===== src/hdl/dgs_pkg.sv =====
package dgs_pkg;

   localparam int TIMER_BITS_DEFAULT = 16;
   localparam int CSR_WIDTH          = 16;
   localparam int NUM_PHASES         = 6;

   localparam logic [CSR_WIDTH-1:0] HOLD_TICKS_RESET    = 16'd100;
   localparam logic [CSR_WIDTH-1:0] TIMEOUT_TICKS_RESET = 16'd600;

   // register indexes
   localparam logic CSR_HOLD_TICKS    = 1'b0;
   localparam logic CSR_TIMEOUT_TICKS = 1'b1;

   // input operations
   localparam logic OP_TICK = 1'b0;
   localparam logic OP_MODE = 1'b1;

   // modes
   localparam logic [2:0] MODE_IDLE = 3'd0;
   localparam logic [2:0] MODE_SIT  = 3'd1;
   localparam logic [2:0] MODE_FWD  = 3'd2;
   localparam logic [2:0] MODE_BWD  = 3'd3;
   localparam logic [2:0] MODE_TL   = 3'd4;
   localparam logic [2:0] MODE_TR   = 3'd5;

   // commands
   localparam logic [1:0] CMD_STATUS = 2'd0;
   localparam logic [1:0] CMD_TARGET = 2'd1;
   localparam logic [1:0] CMD_SIT    = 2'd2;
   localparam logic [1:0] CMD_HOME   = 2'd3;

   // targets
   localparam logic [2:0] TGT_LIFT  = 3'd0;
   localparam logic [2:0] TGT_HOME  = 3'd1;
   localparam logic [2:0] TGT_SFWD  = 3'd2;
   localparam logic [2:0] TGT_SHOME = 3'd3;
   localparam logic [2:0] TGT_RTURN = 3'd4;
   localparam logic [2:0] TGT_RHOME = 3'd5;

   // fixed servos
   localparam logic [2:0] SERVO_SLIDER  = 3'd4;
   localparam logic [2:0] SERVO_ROTATOR = 3'd5;

   // phases
   localparam logic [2:0] PH_LIFT_A  = 3'd0;
   localparam logic [2:0] PH_MOVE    = 3'd1;
   localparam logic [2:0] PH_LOWER_A = 3'd2;
   localparam logic [2:0] PH_LIFT_B  = 3'd3;
   localparam logic [2:0] PH_BACK    = 3'd4;
   localparam logic [2:0] PH_LOWER_B = 3'd5;

   typedef struct packed {
      logic [1:0] command;
      logic [2:0] servo;
      logic [2:0] target;
      logic [2:0] mode_now;
      logic [2:0] phase_now;
      logic       last;
   } rsp_type;

endpackage


===== src/hdl/diagonal_gait_sequencer.sv =====
// results of an accepted item are registered into the result buffer and offered from its head
// throughput: one item per cycle while the result port drains and items give one result each;
//   an item gives one or two results that leave one per cycle while rsp_ready is high, so
//   the sustained item rate is set by the single result port behind a three-entry result buffer
// reset: synchronous, active high; mode idle, phase 0, timers cleared, hold 100 and
//   timeout 600 ticks, result buffer emptied
module diagonal_gait_sequencer #(
   parameter int TIMER_BITS = dgs_pkg::TIMER_BITS_DEFAULT
) (
   input  logic                          clock,
   input  logic                          reset,
   input  logic                          req_valid,
   output logic                          req_ready,
   input  logic                          req_op,
   input  logic [2:0]                    req_new_mode,
   input  logic [5:0]                    req_reached_mask,
   input  logic                          req_all_idle,
   output logic                          rsp_valid,
   input  logic                          rsp_ready,
   output logic [1:0]                    rsp_command,
   output logic [2:0]                    rsp_servo,
   output logic [2:0]                    rsp_target,
   output logic [2:0]                    rsp_mode_now,
   output logic [2:0]                    rsp_phase_now,
   output logic                          rsp_last,
   input  logic                          csr_we,
   input  logic                          csr_index,
   input  logic [dgs_pkg::CSR_WIDTH-1:0] csr_wdata
);

   localparam int CW = (TIMER_BITS > dgs_pkg::CSR_WIDTH) ? TIMER_BITS : dgs_pkg::CSR_WIDTH;
   localparam logic [TIMER_BITS-1:0] TIMER_MAX = {TIMER_BITS{1'b1}};

   logic [dgs_pkg::CSR_WIDTH-1:0] hold_ticks_ff, timeout_ticks_ff;
   logic [2:0]                    mode_ff, mode_in;
   logic [2:0]                    phase_ff, phase_in;
   logic                          started_ff, started_in;
   logic                          in_hold_ff, in_hold_in;
   logic [TIMER_BITS-1:0]         phase_elapsed_ff, phase_elapsed_in;
   logic [TIMER_BITS-1:0]         hold_elapsed_ff, hold_elapsed_in;

   dgs_pkg::rsp_type fifo_ff [3];
   dgs_pkg::rsp_type fifo_in [3];
   logic [1:0]       cnt_ff, cnt_in, cnt_pop;

   dgs_pkg::rsp_type res0, res1;
   logic             two;
   logic             accept, pop;

   // gait decode
   logic       turning, single, motion, timed_out, hold_done;
   logic [2:0] a1, b1, mover, go_t, back_t, p1, p2;
   logic [2:0] phase_next;
   logic [TIMER_BITS-1:0] he_inc, pe_inc;

   assign turning = (mode_ff == dgs_pkg::MODE_TL) || (mode_ff == dgs_pkg::MODE_TR);
   assign a1      = (mode_ff == dgs_pkg::MODE_TR) ? 3'd2 : 3'd0;
   assign b1      = (mode_ff == dgs_pkg::MODE_TR) ? 3'd0 : 3'd2;
   assign mover   = turning ? dgs_pkg::SERVO_ROTATOR : dgs_pkg::SERVO_SLIDER;
   assign go_t    = turning ? dgs_pkg::TGT_RTURN :
                    (mode_ff == dgs_pkg::MODE_FWD) ? dgs_pkg::TGT_SFWD : dgs_pkg::TGT_SHOME;
   assign back_t  = turning ? dgs_pkg::TGT_RHOME :
                    (mode_ff == dgs_pkg::MODE_FWD) ? dgs_pkg::TGT_SHOME : dgs_pkg::TGT_SFWD;

   always_comb begin
      single = 1'b0;
      if (phase_ff >= dgs_pkg::PH_LIFT_B) begin
         p1 = b1;
         p2 = b1 + 3'd1;
      end else begin
         p1 = a1;
         p2 = a1 + 3'd1;
      end
      if (phase_ff == dgs_pkg::PH_MOVE) begin
         if (turning) begin
            p1 = dgs_pkg::SERVO_ROTATOR;
            p2 = dgs_pkg::SERVO_SLIDER;
         end else begin
            p1     = mover;
            single = 1'b1;
         end
      end else if (phase_ff == dgs_pkg::PH_BACK) begin
         p1     = mover;
         single = 1'b1;
      end
   end

   assign he_inc     = (hold_elapsed_ff == TIMER_MAX) ? hold_elapsed_ff
                                                      : hold_elapsed_ff + TIMER_BITS'(1);
   assign pe_inc     = (phase_elapsed_ff == TIMER_MAX) ? phase_elapsed_ff
                                                       : phase_elapsed_ff + TIMER_BITS'(1);
   assign phase_next = (phase_ff == 3'(dgs_pkg::NUM_PHASES - 1)) ? 3'd0 : phase_ff + 3'd1;

   assign motion = single ? req_reached_mask[p1]
                          : (req_reached_mask[p1] && req_reached_mask[p2]);

   always_comb begin
      mode_in          = mode_ff;
      phase_in         = phase_ff;
      started_in       = started_ff;
      in_hold_in       = in_hold_ff;
      phase_elapsed_in = phase_elapsed_ff;
      hold_elapsed_in  = hold_elapsed_ff;
      timed_out        = 1'b0;
      hold_done        = 1'b0;
      two              = 1'b0;
      res0             = '0;
      res1             = '0;
      res0.command     = dgs_pkg::CMD_STATUS;
      res1.command     = dgs_pkg::CMD_STATUS;

      if (req_op == dgs_pkg::OP_MODE) begin
         if (req_new_mode <= dgs_pkg::MODE_TR) begin
            mode_in          = req_new_mode;
            phase_in         = dgs_pkg::PH_LIFT_A;
            started_in       = 1'b0;
            in_hold_in       = 1'b0;
            phase_elapsed_in = '0;
            hold_elapsed_in  = '0;
            unique case (req_new_mode)
               dgs_pkg::MODE_SIT:  res0.command = dgs_pkg::CMD_SIT;
               dgs_pkg::MODE_IDLE: res0.command = dgs_pkg::CMD_HOME;
               dgs_pkg::MODE_TL, dgs_pkg::MODE_TR: begin
                  res0.command = dgs_pkg::CMD_TARGET;
                  res0.servo   = dgs_pkg::SERVO_SLIDER;
                  res0.target  = dgs_pkg::TGT_SHOME;
               end
               default: res0.command = dgs_pkg::CMD_STATUS;
            endcase
         end
      end else if (mode_ff == dgs_pkg::MODE_SIT) begin
         if (req_all_idle)
            mode_in = dgs_pkg::MODE_IDLE;
      end else if (mode_ff >= dgs_pkg::MODE_FWD && mode_ff <= dgs_pkg::MODE_TR) begin
         if (in_hold_ff)
            hold_elapsed_in = he_inc;

         if (!started_ff) begin
            res0.command = dgs_pkg::CMD_TARGET;
            res1.command = dgs_pkg::CMD_TARGET;
            case (phase_ff)
               dgs_pkg::PH_LIFT_A, dgs_pkg::PH_LIFT_B: begin
                  res0.servo  = p1;
                  res0.target = dgs_pkg::TGT_LIFT;
                  res1.servo  = p2;
                  res1.target = dgs_pkg::TGT_LIFT;
                  two         = 1'b1;
               end
               dgs_pkg::PH_LOWER_A, dgs_pkg::PH_LOWER_B: begin
                  res0.servo  = p1;
                  res0.target = dgs_pkg::TGT_HOME;
                  res1.servo  = p2;
                  res1.target = dgs_pkg::TGT_HOME;
                  two         = 1'b1;
               end
               dgs_pkg::PH_MOVE: begin
                  res0.servo  = mover;
                  res0.target = go_t;
                  res1.servo  = dgs_pkg::SERVO_SLIDER;
                  res1.target = dgs_pkg::TGT_SHOME;
                  two         = turning;
               end
               default: begin
                  res0.servo  = mover;
                  res0.target = back_t;
               end
            endcase
            started_in       = 1'b1;
            phase_elapsed_in = '0;
         end else begin
            phase_elapsed_in = pe_inc;
         end

         timed_out = CW'(phase_elapsed_in) >= CW'(timeout_ticks_ff);
         if ((motion || timed_out) && !in_hold_ff) begin
            in_hold_in      = 1'b1;
            hold_elapsed_in = '0;
         end
         hold_done = CW'(hold_elapsed_in) >= CW'(hold_ticks_ff);
         if (in_hold_in && hold_done) begin
            phase_in   = phase_next;
            started_in = 1'b0;
            in_hold_in = 1'b0;
         end
      end

      res0.mode_now  = mode_in;
      res0.phase_now = phase_in;
      res0.last      = !two;
      res1.mode_now  = mode_in;
      res1.phase_now = phase_in;
      res1.last      = 1'b1;
   end

   // result buffer: read at the head, an item needs room for two beats after the pop
   assign rsp_valid = (cnt_ff != 2'd0);
   assign pop       = rsp_valid && rsp_ready;
   assign cnt_pop   = cnt_ff - {1'b0, pop};
   assign req_ready = (cnt_pop <= 2'd1);
   assign accept    = req_valid && req_ready;

   always_comb begin
      fifo_in[0] = fifo_ff[0];
      fifo_in[1] = fifo_ff[1];
      fifo_in[2] = fifo_ff[2];
      if (pop) begin
         fifo_in[0] = fifo_ff[1];
         fifo_in[1] = fifo_ff[2];
      end
      cnt_in = cnt_pop;
      if (accept) begin
         fifo_in[cnt_pop] = res0;
         if (two) begin
            fifo_in[cnt_pop + 2'd1] = res1;
            cnt_in = cnt_pop + 2'd2;
         end else begin
            cnt_in = cnt_pop + 2'd1;
         end
      end
   end

   assign rsp_command   = fifo_ff[0].command;
   assign rsp_servo     = fifo_ff[0].servo;
   assign rsp_target    = fifo_ff[0].target;
   assign rsp_mode_now  = fifo_ff[0].mode_now;
   assign rsp_phase_now = fifo_ff[0].phase_now;
   assign rsp_last      = fifo_ff[0].last;

   always_ff @(posedge clock) begin
      fifo_ff <= fifo_in;
      if (reset) begin
         cnt_ff           <= 2'd0;
         hold_ticks_ff    <= dgs_pkg::HOLD_TICKS_RESET;
         timeout_ticks_ff <= dgs_pkg::TIMEOUT_TICKS_RESET;
         mode_ff          <= dgs_pkg::MODE_IDLE;
         phase_ff         <= dgs_pkg::PH_LIFT_A;
         started_ff       <= 1'b0;
         in_hold_ff       <= 1'b0;
         phase_elapsed_ff <= '0;
         hold_elapsed_ff  <= '0;
      end else begin
         cnt_ff <= cnt_in;
         if (csr_we) begin
            unique case (csr_index)
               dgs_pkg::CSR_HOLD_TICKS:    hold_ticks_ff    <= csr_wdata;
               dgs_pkg::CSR_TIMEOUT_TICKS: timeout_ticks_ff <= csr_wdata;
               default:                    hold_ticks_ff    <= hold_ticks_ff;
            endcase
         end
         if (accept) begin
            mode_ff          <= mode_in;
            phase_ff         <= phase_in;
            started_ff       <= started_in;
            in_hold_ff       <= in_hold_in;
            phase_elapsed_ff <= phase_elapsed_in;
            hold_elapsed_ff  <= hold_elapsed_in;
         end
      end
   end

endmodule

===== config.mk =====
export PLATFORM = sky130hd
export DESIGN_NAME = diagonal_gait_sequencer
export DESIGN_NICKNAME = d
export VERILOG_FILES = /design/src/hdl/dgs_pkg.sv /design/src/hdl/diagonal_gait_sequencer.sv
export SDC_FILE = /design/constraint.sdc
export NUM_CORES = 1
export LEC_CHECK = 0
export BUFFER_PORTS_ARGS = -buffer_cell sky130_fd_sc_hd__buf_4
export CORE_MARGIN = 2
export CORE_UTILIZATION = 50
export CTS_BUF_LIST = sky130_fd_sc_hd__clkbuf_8
export CTS_CLUSTER_DIAMETER = 40
export DETAILED_ROUTE_END_ITERATION = 10
export PLACE_DENSITY = 0.68
export SLEW_MARGIN = 20
export SYNTH_ARGS = -nofsm -noshare
export SYNTH_HDL_FRONTEND = slang
export SYNTH_SLANG_ARGS = --single-unit

===== constraint.sdc =====
create_clock -name clock -period 8.6 [get_ports clock]
set_input_delay 0.43 -clock clock [delete_from_list [all_inputs] [get_ports clock]]
set_output_delay 0.43 -clock clock [all_outputs]
set_load 0.01 [all_outputs]

* Word level (Yosys, flattened, before mapping) *
Index checks and enable logic that the tools add are counted.

operators by class
  order comparisons = 13
  reduce and logical (&&, ||, !) cells = 23
  add/sub/neg operators = 8
  bitwise operators = 3
  mux-type cells = 92
  equal/unequal tests = 16

operator list
  kind                                                                                  count
  16-bit 2-to-1 mux                                                                     18
  45-bit bitwise mux                                                                    2
  45-bit 2-to-1 mux                                                                     2
  15-bit demux with 2-bit select                                                        2
  3-bit 2-to-1 mux                                                                      17
  7-bit 2-to-1 mux                                                                      7
  6-bit case mux with 3 select lines                                                    2
  16-bit by 1-bit adder with 16-bit output (second input constant)                      2
  16-bit == test (second input constant)                                                2
  16-bit greater-or-equal comparator                                                    2
  15-bit 2-to-1 mux                                                                     2
  30-bit 2-to-1 mux                                                                     1
  1-bit 2-to-1 mux                                                                      27
  3-bit == test (second input constant)                                                 6
  8-bit 2-to-1 mux                                                                      2
  2-bit 2-to-1 mux                                                                      5
  3-bit by 1-bit == test with 1-bit output (second input constant)                      3
  3-bit by 2-bit == test with 1-bit output (second input constant)                      3
  1-bit logical AND                                                                     8
  3-bit by 4-bit less-than comparator with 1-bit output (second input constant)         2
  2-bit by 1-bit adder with 3-bit output (second input constant)                        2
  1-bit binary-select mux with 3-bit select                                             2
  3-bit by 2-bit greater-or-equal comparator with 1-bit output (second input constant)  2
  3-bit greater-or-equal comparator (second input constant)                             2
  other kinds (22)                                                                      32

storage, ports and cells
  logic and storage cells = 182
  register bits after elaboration = 119

* Longest topological paths before layout *
Gate-level depths: netlist of run 1.

  depth after elaboration = 26
  depth in mapped cells = 26

* Worst setup path before layout of run 1 *
Ideal clock, no wire load.

  kind = flip-flop to flip-flop
  start point = reg phase_elapsed_ff[2]
  end point = reg fifo_ff[1] in the netlist's numbering, data pin
  data required time = 8.471 ns
  setup time = 0.129 ns
  path slack = 3.078 ns
  stages on the path, launching flop included = 27
  buffers on the path = 2
  data arrival time = 5.393 ns
  cells stage by stage = dfxtp_1 -> buf_2 -> and4_1 -> and4_1 -> nand4_1 -> nor3_2 -> nor2_1 -> nand2_1 -> xor2_1 -> nor2_1 -> ha_1 -> a211o_1 -> a21oi_1 -> o21ai_0 -> a211oi_1 -> a21oi_1 -> buf_2 -> nor2_1 -> ha_1 -> o211ai_1 -> a21oi_1 -> or4_1 -> a41oi_1 -> o21ai_1 -> and3_1 -> o211ai_1 -> a31o_2

on the way
  cells in the longest elaborated chain, start to end = 22
  elaborated cells on any way between the ends = 27
  those cells by class = add/sub (1); order compare (2); eq/ne (1); mux (20); reduce/logical (3)

RTL lines
  what                                                                               line                                                          RTL
  start, declared                                                                    diagonal_gait_sequencer.sv:39                                 logic [TIMER_BITS-1:0] phase_elapsed_ff, phase_elapsed_in;
  start signal, assigned                                                             diagonal_gait_sequencer.sv:255                                phase_elapsed_ff <= phase_elapsed_in;
  16-bit by 1-bit adder with 16-bit output / 16-bit == test (equally long branches)  diagonal_gait_sequencer.sv:91, diagonal_gait_sequencer.sv:90
  16-bit 2-to-1 mux *                                                                diagonal_gait_sequencer.sv:90                                 assign pe_inc = (phase_elapsed_ff == TIMER_MAX) ? phase_elapsed_ff
  16-bit 2-to-1 mux *                                                                diagonal_gait_sequencer.sv:138                                if (!started_ff) begin
  16-bit 2-to-1 mux *                                                                diagonal_gait_sequencer.sv:134                                end else if (mode_ff >= dgs_pkg::MODE_FWD && mode_ff <= dgs_pkg::MODE_TR) begin
  16-bit 2-to-1 mux *                                                                diagonal_gait_sequencer.sv:131                                end else if (mode_ff == dgs_pkg::MODE_SIT) begin
  16-bit 2-to-1 mux *                                                                diagonal_gait_sequencer.sv:112                                if (req_op == dgs_pkg::OP_MODE) begin
  16-bit greater-or-equal comparator *                                               diagonal_gait_sequencer.sv:174                                timed_out = CW'(phase_elapsed_in) >= CW'(timeout_ticks_ff);
  1-bit logical OR *                                                                 diagonal_gait_sequencer.sv:175                                if ((motion || timed_out) && !in_hold_ff) begin
  [... 6 more ...]                                                                   n/a
  1-bit logical AND *                                                                diagonal_gait_sequencer.sv:180                                if (in_hold_in && hold_done) begin
  3-bit 2-to-1 mux *                                                                 diagonal_gait_sequencer.sv:180
  3-bit 2-to-1 mux *                                                                 diagonal_gait_sequencer.sv:134
  3-bit 2-to-1 mux *                                                                 diagonal_gait_sequencer.sv:131
  3-bit 2-to-1 mux *                                                                 diagonal_gait_sequencer.sv:112
  45-bit bitwise mux                                                                 diagonal_gait_sequencer.sv:212                                fifo_in[cnt_pop] = res0;
  45-bit bitwise mux                                                                 diagonal_gait_sequencer.sv:214                                fifo_in[cnt_pop + 2'd1] = res1;
  45-bit 2-to-1 mux *                                                                diagonal_gait_sequencer.sv:213                                if (two) begin
  end signal, assigned                                                               diagonal_gait_sequencer.sv:230                                fifo_ff <= fifo_in;
  end, declared                                                                      diagonal_gait_sequencer.sv:42                                 dgs_pkg::rsp_type fifo_ff [3];

Mark *: on every way between the ends. The rest lies on a longest branch, timed or not. The select of a mux whose other input is x is not followed.
A chain may end at the register's enable or synchronous reset.

* Worst setup path in the final report of run 1 *
Ends and elaborated chain as after synthesis.

==> flow_summary.json, run 1 <==
{
  "fp-row-count": 43,
  "timing.final.crit_share_pct": 75.50,
  "p_leak_nw": 3.118,
  "netlist_instances": 882,
  "final_core_util_pct": 56.21,
  "cts_max_level": 4,
  "finalClockSkew_ns": 0.009764,
  "grt_remaining_overflow": 0,
  "cp.required_ns": 8.93,
  "power.density_nw_per_um2": 236.2,
  "post-route-drc-count": 0,
  "avgSynthCellArea_um2": 8.137,
  "period_needed_ns": 6.493,
  "multiInputGateArea_um2": 4159,
  "grt_start_max_net_pins": 41,
  "ys_types": 62,
  "antenna_left": 0,
  "synth_flop_cell": "dfxtp_1",
  "synthToLayoutAreaGrowth_pct": 9.135,
  "ir_drop_mv": 0.09532,
  "synth.mux.area_fraction_pct": 7.061,
  "clk_pin_slew_ns": 0.07,
  "synth-simple-area-share_pct": 19.93,
  "place_congestion": 0.8574,
  "syn-num-nets": 955,
  "rsz0062_at_grt": "no",
  "wl_met3_um": 665,
  "die_height_um": 123.8,
  "synthesis.area_um2": 7177,
  "initial_utilization_pct": 51.50,
  "cts_setup_buffers": 0,
  "synth_xor_area_share_pct": 3.051,
  "grt.total_usage_pct": 23.41,
  "avgViaCountPerCell": 5.726,
  "timing.fmax_ghz": 0.1540,
  "ys_seq_elements": 119,
  "clock_path_buffers": 2,
  "clock-sinks": 119,
  "nFillCells": 1351,
  "seqCellArea_um2": 2532,
  "slew_headroom_pct": 49.23,
  "status": "completed",
  "wl_met2_um": 8218,
  "io_buffers": 49,
  "hold_viol": 0,
  "crit_path_start_kind": "flop",
  "via_count": 6207,
  "arrival_ns": 6.82,
  "core_um2": 13930,
  "cts_tree": "yes",
  "die_x_um": 123.8,
  "setup_slack_ns": 2.107,
  "cts_made_buffers": 17,
  "initialDrtViolationCount": 628,
  "dieArea_um2": 15330,
  "ys_warn_count": 0,
  "postSynth.asyncResetShare_pct": 0,
  "setup_violations": 0,
  "regToRegSetupSlack_ns": 2.11,
  "postCtsResizedCells": 0,
  "synth_fa_ha_area_share_pct": 6.974,
  "num_antenna_cells": 0,
  "routed_wl_um": 17190,
  "drv_cap": 0,
  "grt_pass1_wl_um": 27880,
  "wl_met1_um": 7959,
  "hpwl_um": 12470,
  "synth_top_family_by_area": "compound AO/OA/AOI/OAI gates",
  "tightest_slew_ns": 0.7597,
  "slew_viol_final": 0,
  "synth_compound_area_share_pct": 20.73,
  "hold_buffers": 0,
  "grt_antenna_before_repair": 0,
  "place_ws_ns": 1.973,
  "tns_ns": 0,
  "io_pins": 50,
  "cts_root_buf": "clkbuf_8",
  "highest_layer": "met4",
  "drtPass1Iterations": 5,
  "fin_nets": 965,
  "synth-edff-count": 15,
  "cp_max_fo": 14,
  "drive_above_1_share_pct": 11.06,
  "first_global_vias": 5674,
  "critPathCaptureType": "flop",
  "wl_per_cell_um": 15.86,
  "worstSkewPairLatency_ns": 0.45,
  "hp-class": "in -> reg",
  "worstSetupPathType": "reg -> reg",
  "ys_seq_area_share_pct": 35.29
}
[power breakdown]
part           switching, mW  internal (mW)  total (mW)
clock                  0.222          0.217       0.439
sequential            0.0632          0.706       0.769
combinational          0.361          0.280       0.642
total                  0.647           1.20        1.85
[routing by layer]
layer | global-route usage [%] | vias up
li1 | - | 3140
met1 | 30.08 | 2891
met2 | 38.94 | 145
met3 | 4.441 | 31
met4 | 8.878 | 0
met5 | 0 | -
[cell usage after synthesis, types with 10 or more instances]
master | count | share of area (%)
mux2i_1 | 45 | 6.3
xor2_1 | 15 | 1.8
buf_2 | 12 | 0.84
nand3_1 | 21 | 1.5
ha_1 | 40 | 7.0
inv_1 | 47 | 2.5
nand2b_1 | 11 | 0.96
a22o_1 | 23 | 2.8
nor2_1 | 78 | 4.1
dfxtp_1 | 104 | 29
buf_4 | 16 | 1.7
o211ai_1 | 12 | 1.3
nand2_1 | 125 | 6.5
a21oi_1 | 66 | 4.6
clkbuf_1 | 27 | 1.4
edfxtp_1 | 15 | 6.3
xnor2_1 | 10 | 1.2
o22ai_1 | 14 | 1.2
and3_1 | 14 | 1.2
nor3_1 | 14 | 0.98
o21ai_0 | 42 | 2.9
[cell usage in the layout, fill, tap and decap left out, types with 5 or more instances in the layout]
master / instances
xor2_1: 15
a22oi_1: 7
o211ai_1: 12
nand2b_1: 11
clkbuf_8: 17
inv_1: 50
xnor2_1: 10
edfxtp_1: 15
clkinv_1: 5
o22ai_1: 14
mux2i_1: 45
o31ai_1: 6
a22o_1: 23
nand3_1: 21
o21ai_0: 42
nor2_1: 77
a21o_1: 5
dfxtp_1: 104
nand4_1: 9
and3_1: 14
nand2_1: 125
buf_4: 54
mux2_2: 5
a31oi_1: 8
nor2b_1: 5
ha_1: 40
a21oi_1: 65
o21a_1: 8
and2_1: 7
nor3_1: 13
[worst paths after layout]
| check | endpoint | depth (start not counted) | startpoint |
|---|---|---|---|
| max | fifo_ff[1] | 24 | phase_elapsed_ff[2] |
| min | hold_ticks_ff[6] | 3 | csr_wdata[6] |
| max reg2reg | fifo_ff[1] | 24 | phase_elapsed_ff[2] |
| min reg2reg | hold_ticks_ff[11] | 2 | hold_ticks_ff[11] |
[cell families after synthesis]
| logic type | after synthesis |
|---|---|
| multiplexers | 50 |
| AND/OR/NAND/NOR | 311 |
| buffers and inverters | 111 |
| AO/OA/AOI/OAI | 226 |
| adder cells (fa/ha/maj) | 40 |
| flip-flops | 119 |
| XOR/XNOR | 25 |
[stage by stage]
step                      hold slack [ns]  instances  instance area (um2)  power, mW
after floorplan                    0.4363        882                 7177      1.268
after global placement             0.4436       1053                 7496      1.412
after detailed placement           0.4465       1053                 7496      1.419
after CTS                          0.1947       1084                 7826      1.860
after global routing               0.2213       1084                 7833      1.968
final                              0.2211       1084                 7833      1.850
[worst max-delay path, cell delays in order (launching register included)]
cell,delay (ns)
dfxtp_1,0.44
and4_1,0.29
and4_1,0.27
nand4_1,0.22
nor3_2,0.48
nor2_1,0.14
nand2_1,0.14
xor2_1,0.19
nor2_1,0.06
ha_1,0.30
a211o_1,0.29
a21oi_1,0.11
o21ai_0,0.11
a211oi_1,0.57
a21oi_2,0.35
nor2_1,0.23
ha_1,0.25
o211ai_1,0.17
a21oi_1,0.05
or4_1,0.47
a41oi_1,0.21
o21ai_1,0.26
and3_1,0.28
o211ai_1,0.28
a31o_2,0.20
[sequential cells by signal, indices dropped and copies added (netlist names)]
signal	cells
hold_elapsed_ff	16
rsp_last	1
mode_ff	3
rsp_target	3
cnt_ff	2
rsp_servo	3
started_ff	1
rsp_mode_now	3
rsp_command	2
phase_ff	3
phase_elapsed_ff	16
timeout_ticks_ff	16
in_hold_ff	1
hold_ticks_ff	16
fifo_ff	30
rsp_phase_now	3
[final cells by class]
| type | instances | area share, % |
|---|---|---|
| multi-input cells | 652 | 53.10 |
| inverters | 48 | 2.300 |
| well taps | 180 | 2.875 |
| clock buffers | 17 | 2.987 |
| flip-flops and latches | 119 | 32.33 |
| clock inverters | 14 | 1.230 |
| repair buffers | 54 | 5.176 |
(Power assumes the default switching activity.)
==> run 2: changes to the inputs <==
PLACE_DENSITY = 0.71   (was 0.68)
clock period = 5.2 ns   (was 8.6 ns; I/O delays follow)
==> run 2 against run 1 <==
  * The run now ends with setup timing left
  * Clock power rose by 120%
  * Sequential power up 66%
  * Sequential share of layout area fell by 3.1 points
  * Setup slack worse by 2.2 ns
  * Combinational power is 74% higher
  * Flip-flop and latch count unchanged
  * Register-to-register slack got worse by 2.2 ns
  * Non-clock buffer count rose by 61
  * Fmax up 22%
  * First-iteration DRC count shrank 20%
  * Core utilization increased by 6.0 points
  * Via count is 6.7% higher
  * Critical path type unchanged
==> flow_summary.json, run 2 (same netlist as run 1, synthesis figures left out) <==
{
  "cp.required_ns": 5.53,
  "stdcell_count": 1146,
  "timing.final.crit_share_pct": 102.0,
  "place_congestion": 0.8557,
  "place_ws_ns": -0.1059,
  "grt_remaining_overflow": 0,
  "rr_worst_depth": 24,
  "largest_register_ffs": 30,
  "die_x_um": 123.8,
  "r2r-end": "fifo_ff[1]",
  "seqCellArea_um2": 2537,
  "hold_viol": 0,
  "crit_chain": "and4_4 -> and4_4 -> nand4_1 -> nor3_4 -> buf_4 -> or4_1 -> a21oi_2 -> ha_1 -> buf_4 -> nand2_1 -> a2111oi_4 -> a211oi_4 -> a21oi_4 -> buf_12 -> buf_6 -> nor2_2 -> ha_2 -> a22o_1 -> or4_4 -> a41oi_2 -> o21ai_4 -> and3_4 -> o211ai_1 -> a31o_2",
  "tightest_slew_ns": 0.9404,
  "fin_nets": 1026,
  "fp-row-count": 43,
  "slowest_delay_ns": 0.48,
  "grt_pass1_wl_um": 30680,
  "setup_slack_ns": -0.1065,
  "hpwl_um": 13140,
  "crit_start": "phase_elapsed_ff[5]",
  "nFillCells": 1225,
  "dieArea_um2": 15330,
  "crit_slowest_cell": "or4_4",
  "num_antenna_cells": 0,
  "min_from": "csr_wdata[5]",
  "status": "finished with violations",
  "largest_register": "fifo_ff",
  "clk_pin_slew_ns": 0.08,
  "routed_wl_um": 19290,
  "whs_ns": 0.05056,
  "drtPass1Iterations": 5,
  "hold_depth": 3,
  "wl_per_cell_um": 16.83,
  "drv_cap": 0,
  "grt.total_usage_pct": 25.40,
  "drive_above_1_share_pct": 21.64,
  "fin_total_pwr_mw": 3.340,
  "violations": "setup timing",
  "tns_ns": -0.3472,
  "crit_path_start_kind": "flop",
  "worstSkewPairLatency_ns": 0.46,
  "final_cell_mix": "123 x nand2_1, 111 x buf_4, 100 x dfxtp_1",
  "die_height_um": 123.8,
  "final_common_cell": "nand2_1",
  "first_global_vias": 6354,
  "antenna_left": 0,
  "avgViaCountPerCell": 5.778,
  "cts_root_buf": "clkbuf_8",
  "io_buffers": 49,
  "critPathCaptureType": "flop",
  "period_needed_ns": 5.306,
  "grt_start_max_net_pins": 41,
  "setup_violations": 7,
  "synthToLayoutAreaGrowth_pct": 20.75,
  "hp-class": "in -> reg",
  "initialDrtViolationCount": 502,
  "p_leak_nw": 3.536,
  "holdPathEnd": "hold_ticks_ff[5]",
  "arrival_ns": 5.64,
  "multiInputGateArea_um2": 4384,
  "io_pins": 50,
  "regToRegSetupSlack_ns": -0.11,
  "cts_max_level": 4,
  "slew_viol_final": 0,
  "via_count": 6622,
  "rsz0062_at_grt": "yes",
  "finalClockSkew_ns": 0.01035,
  "slew_headroom_pct": 37.31,
  "timing.fmax_ghz": 0.1884,
  "reg2reg_from": "phase_elapsed_ff[5]",
  "grt_antenna_before_repair": 0,
  "clock-sinks": 119,
  "clock_path_buffers": 2,
  "post-route-drc-count": 0,
  "dp.cells": 1098,
  "worstSetupPathType": "reg -> reg",
  "initial_utilization_pct": 51.50,
  "ir_drop_mv": 0.1972,
  "power.density_nw_per_um2": 385.5,
  "cts_tree": "yes",
  "cts_made_buffers": 17,
  "core_um2": 13930,
  "cp_max_fo": 7
}
==> run 2: changes by cell type in the layout (fill, tap and decap cells not counted), sizes merged <==
cell / before / now
clkinvlp: 4 / 1
clkbuf: 17 / 20
clkinv: 7 / 6
buf: 54 / 114
bufinv: 1 / 4
==> run 2: through the flow <==
stage | util [%] | cell area (um2)
after global routing | 62.19 | 8666
after CTS | 60.64 | 8449
final | 62.19 | 8666
after detailed placement | 56.81 | 7916
after floorplan | - | 7252
after global placement | 56.81 | 7916
==> run 2: what timing repair did <==
item                       4_1_cts  5_1_grt
hold buffers                     0        0
cloned                           0        1
setup endpoints to repair       11       14
pin swaps                       14       27
buffers inserted                 8        7
resized for setup                9       35
==> run 2: report_power, final <==
group / leakage [nW] / switching (mW) / internal [mW]
Clock: 0.228 / 0.405 / 0.545
Combinational: 2.31 / 0.624 / 0.491
Sequential: 1.00 / 0.109 / 1.17
Total: 3.54 / 1.14 / 2.20
==> run 2: routing by layer <==
metal | part of all wire, % | track usage [%] | vias up
met5 | 0 | 0 | -
met4 | 3.2 | 11.79 | 0
met3 | 4.8 | 4.212 | 54
met2 | 48 | 42.41 | 185
met1 | 44 | 32.02 | 3123
li1 | - | - | 3260
==> run 2: worst max-delay path by stage <==
| stage | slack [ns] | end |
|---|---|---|
| global route | -0.29 | fifo_ff[1] |
| finish | -0.11 | fifo_ff[1] |
| detailed placement | -0.11 | fifo_ff[1] |
| global placement | 0.04 | fifo_ff[1] |
| CTS | 0.004 | fifo_ff[1] |
| floorplan | 0.05 | fifo_ff[1] |
==> run 2: layout make-up <==
| class | instances | share of cell area, % |
|---|---|---|
| Multi-Input combinational cell | 652 | 50.59 |
| Sequential cell | 119 | 29.28 |
| Timing Repair Buffer | 115 | 10.40 |
| Clock buffer | 19 | 3.018 |
| Tap cell | 180 | 2.599 |
| Inverter | 48 | 2.079 |
| Clock inverter | 13 | 2.036 |
==> run 2: critical path: cells and delay by family (launching register included) <==
family / cells / cell delay (ns)
simple gates: 9 / 1.92
flops: 1 / 0.33
compound gates: 9 / 1.81
buf+inv: 4 / 0.58
fa+ha+maj: 2 / 0.55
==> run 3: changes to the inputs <==
PLACE_DENSITY = 0.68   (was 0.71)
SLEW_MARGIN = default   (was 20)
clock period = 5.28 ns   (was 5.2 ns; I/O delays follow)
==> run 3 against run 2 <==
  * The flow still finishes with violations (setup timing)
  * Die area did not move
  * Hold slack better by 0.00061 ns
  * Cell area decreased by 4.1%
  * Highest routed layer unchanged
  * Clock power decreased by 20%
  * Sequential share of layout area increased by 1.2 points
  * Wire length fell by 3.6%
  * Largest power group unchanged
  * Power fell by 7.2%
  * Fmax is 0.48% lower
  * Core utilization decreased by 2.6 points
  * Via count decreased by 0.50%
==> flow_summary.json, run 3 (same netlist as run 1, synthesis figures left out) <==
{
  "postPlaceCellArea_um2": 7816,
  "rr_worst_depth": 24,
  "slew_viol_final": 0,
  "hpwl_um": 13510,
  "critPathCaptureType": "flop",
  "setup_slack_ns": -0.05229,
  "p_leak_nw": 3.395,
  "seqCellArea_um2": 2536,
  "hp-class": "in -> reg",
  "place_congestion": 0.9146,
  "clock-sinks": 119,
  "sw_frac_of_total_pct": 34.97,
  "grt_start_max_net_pins": 41,
  "clock_path_buffers": 2,
  "die_x_um": 123.8,
  "grt_antenna_before_repair": 0,
  "timing.final.crit_share_pct": 101.0,
  "wl_per_cell_um": 16.52,
  "worstSkewPairLatency_ns": 0.46,
  "ir_drop_mv": 0.1618,
  "io_buffers": 49,
  "crit_path_start_kind": "flop",
  "min_from": "csr_wdata[9]",
  "hold_buffers": 0,
  "timing.fmax_ghz": 0.1875,
  "cp.required_ns": 5.49,
  "setup_violations": 2,
  "r2r-end": "fifo_ff[2]",
  "tightest_slew_ns": 1.146,
  "grt.total_usage_pct": 25.25,
  "grt_remaining_overflow": 0,
  "core_um2": 13930,
  "nFillCells": 1286,
  "routed_wl_um": 18590,
  "grt_pass1_wl_um": 30160,
  "finalClockSkew_ns": 0.009437,
  "slew_headroom_pct": 23.44,
  "multiInputGateArea_um2": 4307,
  "dieArea_um2": 15330,
  "cts_tree": "yes",
  "fp-row-count": 43,
  "period_needed_ns": 5.332,
  "first_global_vias": 6236,
  "cts_root_buf": "clkbuf_8",
  "rsz0062_at_grt": "yes",
  "cts_max_level": 4,
  "power_switching_mw": 1.084,
  "largest_register_ffs": 30,
  "fin_area_um2": 8308,
  "holdPathEnd": "timeout_ticks_ff[9]",
  "final_cell_mix": "123 x nand2_1, 101 x dfxtp_1, 93 x buf_4",
  "seqPwrFrac_pct": 40.4,
  "p_comb_share_pct": 35.0,
  "regToRegSetupSlack_ns": -0.05,
  "clk_pin_slew_ns": 0.07,
  "drv_cap": 0,
  "synthToLayoutAreaGrowth_pct": 15.76,
  "status": "finished with violations",
  "power.density_nw_per_um2": 373.0,
  "internal-power_mw": 2.015,
  "worstSetupPathType": "reg -> reg",
  "die_height_um": 123.8,
  "fin_total_pwr_mw": 3.099,
  "arrival_ns": 5.54,
  "reg2reg_from": "phase_elapsed_ff[2]",
  "final_common_cell": "nand2_1",
  "violations": "setup timing",
  "antenna_left": 0,
  "initial_utilization_pct": 51.50,
  "initialDrtViolationCount": 463,
  "hold_viol": 0,
  "hold_depth": 3,
  "drive_above_1_share_pct": 17.35,
  "largest_register": "fifo_ff",
  "num_antenna_cells": 0,
  "drtPass1Iterations": 5,
  "cp_max_fo": 8,
  "cts_made_buffers": 17,
  "io_pins": 50,
  "avgViaCountPerCell": 5.857,
  "via_count": 6589,
  "pwr-share-clk_pct": 24.5,
  "fin_nets": 1005,
  "whs_ns": 0.05117,
  "post-route-drc-count": 0
}
==> run 3: repair_timing <==
action / 4_1_cts / 5_1_grt
pin swaps: 5 / 25
resized for setup: 8 / 17
setup endpoints to repair: 12 / 13
buffers inserted: 2 / 4
==> run 3: critical path, cell delays in order, from the launching register on <==
cell and delay [ns]:
dfxtp_2 0.32, and4_1 0.21, and4_4 0.24, nand4_1 0.20
nor3_4 0.37, buf_4 0.17, nor3_1 0.06, xnor2_1 0.14
nor2_1 0.06, ha_1 0.30, o21ai_1 0.11, a2111oi_4 0.35
a211oi_4 0.13, a21oi_4 0.36, buf_4 0.20, nor2_1 0.06
ha_1 0.29, a21oi_1 0.07, o21a_1 0.21, a21o_1 0.18
o21ai_4 0.23, buf_4 0.18, a41oi_4 0.10, o21a_1 0.24
o31a_1 0.28
==> run 3: metrics by stage <==
| stage | util, % | TNS, ns | cells | setup WS (ns) |
|---|---|---|---|---|
| floorplan | - | 0 | 882 | 0.002006 |
| global placement | 56.09 | -0.003280 | 1087 | -0.003280 |
| detailed placement | 56.09 | -0.4634 | 1087 | -0.1261 |
| CTS | 58.95 | 0 | 1121 | 0.007755 |
| global route | 59.62 | -3.128 | 1125 | -0.3627 |
| finish | 59.62 | -0.07404 | 1125 | -0.05229 |
==> run 3: routing by layer <==
| metal | up-vias | GRT usage, % | share of wire (%) |
|---|---|---|---|
| li1 | 3222 | - | - |
| met1 | 3171 | 30.18 | 44 |
| met2 | 165 | 45.09 | 50 |
| met3 | 31 | 4.487 | 3.9 |
| met4 | 0 | 9.304 | 1.8 |
| met5 | - | 0 | 0 |
==> run 3: worst max path at each step <==
stage,from,to,depth (start not counted)
2_1_floorplan,phase_elapsed_ff[2],fifo_ff[1],26
3_3_place_gp,phase_elapsed_ff[5],fifo_ff[2],23
3_5_place_dp,phase_elapsed_ff[5],fifo_ff[2],22
4_1_cts,phase_elapsed_ff[5],fifo_ff[1],26
5_1_grt,phase_elapsed_ff[2],fifo_ff[1],24
6_report,phase_elapsed_ff[2],fifo_ff[2],24
==> run 3: final cells by class <==
| class | instances | share of cell area (%) |
|---|---|---|
| repair buffers | 94 | 8.539 |
| multi-input cells | 652 | 51.84 |
| clock inverters | 12 | 0.9036 |
| clock buffers | 20 | 3.313 |
| flip-flops and latches | 119 | 30.53 |
| well taps | 180 | 2.711 |
| inverters | 48 | 2.169 |
==> run 3: power groups by stage <==
| stage | registers (mW) | clock network (mW) | logic [mW] |
|---|---|---|---|
| floorplan | 1.24 | 0 | 0.832 |
| global placement | 1.26 | 0 | 1.04 |
| detailed placement | 1.27 | 0 | 1.07 |
| CTS | 1.25 | 0.772 | 1.08 |
| global route | 1.28 | 0.807 | 1.20 |
| finish | 1.25 | 0.760 | 1.09 |
